## config.mk

```make
export PLATFORM = sky130hd
export DESIGN_NAME = bnwc_final
export DESIGN_NICKNAME = d
export VERILOG_FILES = /design/src/rtl/core/bnwc_pkg.sv /design/src/rtl/core/bnwc_final.sv
export SDC_FILE = /design/constraint.sdc
export NUM_CORES = 1
export LEC_CHECK = 0
export BUFFER_PORTS_ARGS = -buffer_cell sky130_fd_sc_hd__buf_2
export CAP_MARGIN = 20
export CORE_AREA = 3 3 501 503
export CTS_CLUSTER_DIAMETER = 150
export DETAILED_ROUTE_END_ITERATION = 12
export DIE_AREA = 0 0 504 506
export GPL_TIMING_DRIVEN = 0
export HOLD_SLACK_MARGIN = 0.08
export PLACE_DENSITY = 0.31
export SYNTH_ARGS = -nofsm -noshare
export SYNTH_HDL_FRONTEND = slang
export SYNTH_SLANG_ARGS = --single-unit
```

## constraint.sdc

```tcl
create_clock -name i_clk -period 4.4 [get_ports i_clk]
set_input_delay 0.44 -clock i_clk [delete_from_list [all_inputs] [get_ports i_clk]]
set_output_delay 0.44 -clock i_clk [all_outputs]
set_load 0.03 [all_outputs]
```

## src/rtl/core/bnwc_pkg.sv

```systemverilog
// Package for the BLAKE2b nonce work check: stage payload type, hash constants,
// message schedule table and small helpers. No dependencies.
`default_nettype none

package bnwc_pkg;

    localparam int unsigned WORD_W     = 64;
    localparam int unsigned NUM_WORDS  = 16;
    localparam int unsigned NUM_ITEMS  = 4;
    localparam int unsigned NUM_ROUNDS = 12;
    // four cells per half round (one quarter of G each), two half rounds per round
    localparam int unsigned NUM_STAGES = NUM_ROUNDS * 8;

    localparam int unsigned CFG_IDX_W = 3;
    localparam logic [CFG_IDX_W-1:0] REG_ITEM_0     = 3'd0;
    localparam logic [CFG_IDX_W-1:0] REG_ITEM_1     = 3'd1;
    localparam logic [CFG_IDX_W-1:0] REG_ITEM_2     = 3'd2;
    localparam logic [CFG_IDX_W-1:0] REG_ITEM_3     = 3'd3;
    localparam logic [CFG_IDX_W-1:0] REG_DIFFICULTY = 3'd4;

    localparam logic [63:0] PARAM_WORD0 = 64'h0000_0000_0101_0008;
    localparam logic [63:0] MSG_LEN     = 64'd40;

    localparam logic [63:0] IV [8] = '{
        64'h6a09e667f3bcc908, 64'hbb67ae8584caa73b,
        64'h3c6ef372fe94f82b, 64'ha54ff53a5f1d36f1,
        64'h510e527fade682d1, 64'h9b05688c2b3e6c1f,
        64'h1f83d9abfb41bd6b, 64'h5be0cd19137e2179
    };

    localparam logic [3:0] SIGMA [10][16] = '{
        '{4'd0,  4'd1,  4'd2,  4'd3,  4'd4,  4'd5,  4'd6,  4'd7,
          4'd8,  4'd9,  4'd10, 4'd11, 4'd12, 4'd13, 4'd14, 4'd15},
        '{4'd14, 4'd10, 4'd4,  4'd8,  4'd9,  4'd15, 4'd13, 4'd6,
          4'd1,  4'd12, 4'd0,  4'd2,  4'd11, 4'd7,  4'd5,  4'd3},
        '{4'd11, 4'd8,  4'd12, 4'd0,  4'd5,  4'd2,  4'd15, 4'd13,
          4'd10, 4'd14, 4'd3,  4'd6,  4'd7,  4'd1,  4'd9,  4'd4},
        '{4'd7,  4'd9,  4'd3,  4'd1,  4'd13, 4'd12, 4'd11, 4'd14,
          4'd2,  4'd6,  4'd5,  4'd10, 4'd4,  4'd0,  4'd15, 4'd8},
        '{4'd9,  4'd0,  4'd5,  4'd7,  4'd2,  4'd4,  4'd10, 4'd15,
          4'd14, 4'd1,  4'd11, 4'd12, 4'd6,  4'd8,  4'd3,  4'd13},
        '{4'd2,  4'd12, 4'd6,  4'd10, 4'd0,  4'd11, 4'd8,  4'd3,
          4'd4,  4'd13, 4'd7,  4'd5,  4'd15, 4'd14, 4'd1,  4'd9},
        '{4'd12, 4'd5,  4'd1,  4'd15, 4'd14, 4'd13, 4'd4,  4'd10,
          4'd0,  4'd7,  4'd6,  4'd3,  4'd9,  4'd2,  4'd8,  4'd11},
        '{4'd13, 4'd11, 4'd7,  4'd14, 4'd12, 4'd1,  4'd3,  4'd9,
          4'd5,  4'd0,  4'd15, 4'd4,  4'd8,  4'd6,  4'd2,  4'd10},
        '{4'd6,  4'd15, 4'd14, 4'd9,  4'd11, 4'd3,  4'd0,  4'd8,
          4'd12, 4'd2,  4'd13, 4'd7,  4'd1,  4'd4,  4'd10, 4'd5},
        '{4'd10, 4'd2,  4'd8,  4'd4,  4'd7,  4'd6,  4'd1,  4'd5,
          4'd15, 4'd11, 4'd9,  4'd14, 4'd3,  4'd12, 4'd13, 4'd0}
    };

    typedef logic [NUM_WORDS-1:0][WORD_W-1:0] t_vec;
    typedef logic [NUM_ITEMS-1:0][WORD_W-1:0] t_items;

    // payload handed from cell to cell
    typedef struct packed {
        t_vec        v;
        logic [63:0] nonce;
    } t_stage;

    function automatic logic [63:0] ror64(input logic [63:0] x, input int unsigned n);
        return (x >> n) | (x << (64 - n));
    endfunction

    // working vector at the start of the single final block
    function automatic t_vec init_vec();
        t_vec v;
        for (int i = 0; i < 8; i++) begin
            v[i]     = IV[i];
            v[i + 8] = IV[i];
        end
        v[0]  = IV[0] ^ PARAM_WORD0;
        v[12] = IV[4] ^ MSG_LEN;
        v[14] = ~IV[6];
        return v;
    endfunction

endpackage

`default_nettype wire

```

## src/rtl/core/bnwc_final.sv

```systemverilog
// Finalization and output register: folds the working vector into the hash
// word, compares it with the threshold and holds the result. Uses bnwc_pkg.
`default_nettype none

module bnwc_final (
    input  wire               i_clk,
    input  wire               i_rst_n,
    input  wire               i_valid,
    input  bnwc_pkg::t_stage  i_data,
    input  wire  [63:0]       i_difficulty,
    input  wire               i_ready,
    output logic              o_en,
    output logic              o_valid,
    output logic [63:0]       o_nonce,
    output logic [63:0]       o_hash,
    output logic              o_meets
);

    localparam logic [63:0] H0 = bnwc_pkg::IV[0] ^ bnwc_pkg::PARAM_WORD0;

    logic        r_valid;
    logic [63:0] r_nonce;
    logic [63:0] r_hash;
    logic        r_meets;
    logic [63:0] n_hash;

    assign n_hash = H0 ^ i_data.v[0] ^ i_data.v[8];
    assign o_en   = !r_valid || i_ready;

    always_ff @(posedge i_clk) begin
        if (!i_rst_n) begin
            r_valid <= 1'b0;
        end else if (o_en) begin
            r_valid <= i_valid;
        end
    end

    always_ff @(posedge i_clk) begin
        if (o_en) begin
            r_nonce <= i_data.nonce;
            r_hash  <= n_hash;
            r_meets <= (n_hash >= i_difficulty);
        end
    end

    assign o_valid = r_valid;
    assign o_nonce = r_nonce;
    assign o_hash  = r_hash;
    assign o_meets = r_meets;

endmodule

`default_nettype wire

```

==> metrics.cfg, run 1 <==
[status]
status=completed

[yosys]
mappedNetlistNets=1641
synthArstFlopShare=0
syn_area_mm2=0.00608
syn_area_per_cell_um2=14.4
syn_inst=421
synth-main-ff-cell=edfxtp_1
ys_ff_latch=130
synth_most_common_cell=edfxtp_1
synth_edf_count=129
synth-seq-area-share=0.640
yosysWarnings=0
yosys-top-cells-count=edfxtp_1 (129), inv_1 (65), ha_1 (64)
yosysTopAreaCell=edfxtp_1
synthTopCellsByArea=edfxtp_1 (64%), ha_1 (13%), xnor2_1 (4.6%)
synth_top_area_share=0.637
yosysUniqueCellTypes=28

[cts]
ctsResizeCount=0
cts_buffers=17
clk_pin_slew_ns=0.07
cts_root_buf=clkbuf_16
ctsLongestPathBuffers=2
cts_tree=built
clk_latency_ns=0.51
htreeDepth=4
cts_sinks=130

[sta]
hold_ws_ns=0.141
skew_ns=0.0182
rsz0062_at_grt=false
finalHoldViolations=0
slew_headroom=0.282
period_share=0.816
min_period_ns=3.59
setup_viol=0
tns_ns=0
worst_pin_slew_ns=1.07
max_clock_freq_mhz=278
finalMaxSlewViolations=0

[cells_and_area]
multi_input_area_mm2=0.00195
nNetsFinal=2120
area_growth_pct=123
fillCellCount=29228
drive_gt1_frac=0.475
register_area_mm2=0.00389
final_cell_count_no_fill=4252

[power_and_ir_drop]
p_per_area_mw_per_mm2=303
power_mw=4.11
cellLeakagePower_nw=4.76
ir_worst_vdd_mv=0.249

[global_routing]
grt_pass1_wl_mm=71.8
grt_max_degree=53
antenna_found_initial=68
grt_usage=0.0461
grt-ovfl-total=0
grt_pass1_vias=5468

[hold_path]
hold_path.class=primary input to register

[floorplanning]
ios=1287
row_count=182
die_area_mm2=0.255
die_x_um=504
core_mm2=0.246
initial_core_util=0.0247
die-height_um=506

[setup_path]
worstPathArrival_ns=3.82
worstSetupStartpointType=primary input
end_kind=register
worstSetupPathType=primary input to register
worstPathMaxFanout=2
crit_required_ns=4.62

[detailed_routing]
final_antenna_net_count=0
avgRoutedWirePerCell_um=14.1
viasPerCell=1.28
num_vias=5441
drc=0
drt_wl_total_mm=59.8
drt_pass1_iterations=4
first_iter_violations=287

[placed_design]
io_buffers=390
dpl.hpwl_mm=54.7
post-place-cells=4132
place_congestion=0.749

[run]
maxCapViolations=0

-- worst max-delay path, stage by stage --
cell      delay (ns)
buf_2           0.10
xnor2_1         0.53
ha_1            0.51
a21o_1          0.35
a21o_1          0.21
a21oi_1         0.72
o211ai_1        0.20
buf_4           0.24
a221oi_1        0.41
nand2_1         0.08
-- cell usage in the layout, fill, tap and decap left out, drive strengths merged --
cell | synthesis | routed
o311a | 1 | 1
o21a | 2 | 2
a2111oi | 1 | 1
xnor2 | 32 | 32
clkinv | 0 | 2
dfxtp | 1 | 1
buf | 0 | 399
nor2 | 5 | 5
ha | 64 | 64
edfxtp | 129 | 129
clkinvlp | 0 | 1
a221oi | 3 | 3
clkbuf | 0 | 17
nand4 | 12 | 12
nor3 | 1 | 1
nand2b | 3 | 3
nor4 | 3 | 3
inv | 65 | 76
and4 | 1 | 1
a21o | 9 | 9
dlygate4sd3 | 0 | 61
xor2 | 32 | 32
o211ai | 2 | 2
a211oi | 1 | 1
nand2 | 17 | 17
a21oi | 22 | 22
a41oi | 1 | 1
a21boi | 1 | 1
o21ai | 7 | 7
nand3 | 4 | 4
o41ai | 1 | 1
or4 | 1 | 1
bufinv | 0 | 1
diode | 0 | 27
-- stage by stage --
step	instance area (µm²)	util	setup WS, ns
2_1_floorplan	6080	-	1.70
3_5_place_dp	12300	0.0500	-0.0583
3_3_place_gp	12200	0.0494	-0.547
6_report	13600	0.0551	0.808
4_1_cts	13500	0.0548	0.498
5_1_grt	13600	0.0550	0.428
-- metal layers --
| metal | routed length [µm] | up-vias | global-route usage |
|---|---|---|---|
| li1 | - | 2514 | - |
| met1 | 20700 | 2602 | 0.0463 |
| met2 | 34300 | 244 | 0.0916 |
| met3 | 3720 | 71 | 0.0142 |
| met4 | 1020 | 10 | 0.0104 |
| met5 | 65 | - | 0 |
-- worst paths after layout --
check | start | to | slack, ns | depth (start not counted)
hold reg to reg | o_valid | o_valid | 1.00 | 2
setup reg to reg | o_valid | o_hash[56] | 2.81 | 2
setup / recovery | i_data[121] | o_meets | 0.81 | 10
hold / removal | i_data[39] | o_nonce[39] | 0.14 | 1
-- final cells by class --
type                    count  share of cell area
diodes                     27             0.00497
well taps                3312               0.305
inverters                  65              0.0180
flip-flops and latches    130               0.287
clock inverters            15              0.0120
clock buffers              17              0.0313
repair buffers            460               0.198
multi-input cells         226               0.144
-- report_power, final --
part / total [mW] / internal [mW] / switching [mW]
Sequential: 1.52 / 1.49 / 0.0254
Clock: 1.55 / 0.807 / 0.746
Combinational: 1.04 / 0.327 / 0.714
Total: 4.11 / 2.63 / 1.49
-- state kept, by name, summed over array words and instances, names as in the netlist --
name,flops
o_valid,1
o_meets,1
o_nonce,64
o_hash,64
-- kinds of logic after synthesis --
family	share of synthesized area
DFF	0.640
buffers and inverters	0.0401
xor gates and xnor gates	0.0922
adders and majority gates	0.132
AOI/OAI and AO/OA	0.0558
and+or+nand+nor	0.0401
-- repair_timing --
item                      CTS  global route
setup buffers               0             0
hold buffers               61             0
hold endpoints to repair   61             0
(Power assumes the default switching activity.)
==> run 2, diff against run 1 <==
CORE_AREA = 3 3 494 496   (was 3 3 501 503)
DIE_AREA = 0 0 497 499   (was 0 0 504 506)
clock period = 3.8 ns   (was 4.4 ns; I/O delays follow)
==> metrics.cfg, run 2 (synthesis gave the netlist of run 1 again) <==
[setup_path]
worstPathArrival_ns=2.98  ; was 3.82 ns
path_cells=buf_2 > xor2_1 > ha_1 > nand4_1 > nor4_1 > a221oi_1 > nand3_1 > o41ai_1 > nand2_1  ; was buf_2 > xnor2_1 > ha_1 > a21o_1 > a21o_1 > a21oi_1 > o211ai_1 > buf_4 > a221oi_1 > nand2_1
worstSetupPathType=primary input to register  ; unchanged
worstSetupStartpointType=primary input  ; unchanged
critical_path.slowest_cell=o41ai_1  ; was a21oi_1
crit_required_ns=4.01  ; was 4.62 ns
worstPathMaxFanout=3  ; was 2
path_delay_family=compound AO/OA/AOI/OAI gates  ; unchanged
path_buf_inv=1  ; was 2
end_kind=register  ; unchanged
slowest_delay_ns=0.66  ; was 0.72 ns

[global_routing]
grt-ovfl-total=0  ; unchanged
grt_pass1_vias=5531  ; was 5,468
use_met3=0.0147  ; was 0.0142
top_usage_layer=met2  ; unchanged
grtUsageMet1=0.0454  ; was 0.0463
grt_pass1_wl_mm=72.1  ; was 71.8 mm
antenna_found_initial=84  ; was 68
grt_usage=0.0482  ; was 0.0461
grt_max_degree=51  ; was 53
met2_usage=0.0950  ; was 0.0916

[power_and_ir_drop]
ir_worst_vdd_mv=0.308  ; was 0.249 mV
power_switching_mw=1.63  ; was 1.49 mW
p_per_area_mw_per_mm2=347  ; was 303 mW/mm²
clkPwrFrac=0.366  ; was 0.378
comb_power_share=0.254  ; was 0.253
sequentialPowerShare=0.380  ; was 0.369
cellLeakagePower_nw=4.71  ; was 4.76 nW
p_int_mw=3.00  ; was 2.63 mW
switching_share=0.352  ; was 0.361

[floorplanning]
initial_core_util=0.0253  ; was 0.0247
row_count=180  ; was 182
die-height_um=499  ; was 506 µm
core_mm2=0.240  ; was 0.246 mm²
ios=1287  ; unchanged
die_x_um=497  ; was 504 µm
die_area_mm2=0.248  ; was 0.255 mm²

[cts]
ctsResizeCount=0  ; unchanged
cts_tree=built  ; unchanged
ctsLongestPathBuffers=2  ; unchanged
htreeDepth=4  ; unchanged
clk_pin_slew_ns=0.07  ; about the same
cts_root_buf=clkbuf_16  ; unchanged
cts_sinks=130  ; unchanged
post_cts_buffers=0  ; unchanged
clk_latency_ns=0.49  ; was 0.51 ns
cts_buffers=17  ; unchanged

[sta]
skew_ns=0.0194  ; was 0.0182 ns
finalMaxSlewViolations=0  ; unchanged
hold_ws_ns=0.127  ; was 0.141 ns
max_clock_freq_mhz=361
finalHoldViolations=0  ; unchanged
worst_pin_slew_ns=0.878  ; was 1.07 ns
period_share=0.729
rsz0062_at_grt=false  ; unchanged
setup_viol=0  ; unchanged
slew_headroom=0.411  ; was 0.282
min_period_ns=2.77
tns_ns=0  ; unchanged

[detailed_routing]
final_antenna_net_count=0  ; unchanged
drt_pass1_iterations=4  ; unchanged
viasPerCell=1.33  ; was 1.28
first_iter_violations=254  ; was 287
num_vias=5478  ; was 5,441
drc=0  ; unchanged
avgRoutedWirePerCell_um=14.7  ; was 14.1 µm
drt_wl_total_mm=60.6  ; was 59.8 mm

[hold_path]
hold_path.class=primary input to register  ; unchanged

[placed_design]
placed_cell_area_mm2=0.0121  ; was 0.0123 mm²
post-place-cells=3999  ; was 4,132
place_congestion=0.780  ; was 0.749
dpl.hpwl_mm=55.7  ; was 54.7 mm
io_buffers=390  ; unchanged

[cells_and_area]
area_growth_pct=120  ; was 123%
layout_common_cells=buf_2 (390), edfxtp_1 (129), inv_1 (65)  ; unchanged
layout_commonest_cell=buf_2  ; unchanged
final_core_util=0.0557  ; was 0.0551
finalInstanceArea_mm2=0.0134  ; was 0.0136 mm²
nNetsFinal=2117  ; was 2,120
drive_gt1_frac=0.467  ; was 0.475
final_cell_count_no_fill=4125  ; was 4,252

[status]
status=completed  ; unchanged

[run]
maxCapViolations=0  ; unchanged

## run 2: changes by cell type in the layout (fill, tap and decap cells not counted), sizes merged
cell,before,now
buf,399,393
inv,76,70
clkinvlp,1,4
diode,27,30
dlygate4sd3,61,64
clkbuf,17,19
clkinv,2,3
## run 2: cell type report
class,instances,area (µm²)
fill,28453,227000
tap,3185,3990
sequential,130,3890
timing repair buffer,457,2660
multi-input combinational,226,1950
clock buffer,19,433
inverter,65,244
clock inverter,13,124
antenna,30,75.1
## run 2: power by group through the flow
stage	Sequential, mW	Combinational (mW)	Clock (mW)
finish	1.76	1.18	1.70
global route	1.78	1.27	1.86
CTS	1.77	1.24	1.84
detailed placement	1.80	1.15	0
global placement	1.80	1.15	0
floorplan	2.07	0.254	0
## run 2: worst paths after layout
kind	from	to	slack [ns]	depth (start not counted)
worst max-delay path	i_data[620]	o_meets	1.03	9
worst min-delay path	i_data[0]	o_nonce[0]	0.13	1
worst max register to register	o_valid	o_valid	1.97	3
worst min register to register	o_valid	o_nonce[20]	1.20	1
## run 2: repair_timing
| action | 4_1_cts | 5_1_grt |
|---|---|---|
| endpoints found under the hold margin | 63 | 0 |
| hold buffers | 64 | 0 |
| endpoints found under the setup margin | 0 | 0 |
## run 2: metrics by stage
stage | power, mW | setup slack (ns)
4_1_cts | 4.85 | 0.772
3_5_place_dp | 2.95 | 0.220
2_1_floorplan | 2.32 | 1.16
6_report | 4.64 | 1.03
5_1_grt | 4.92 | 0.691
3_3_place_gp | 2.95 | -0.584
## run 2: metal layers
metal | share of wire | up-vias
met2 | 0.56 | 281
met3 | 0.063 | 119
li1 | - | 2507
met1 | 0.33 | 2565
met4 | 0.044 | 6
met5 | 0.00089 | -
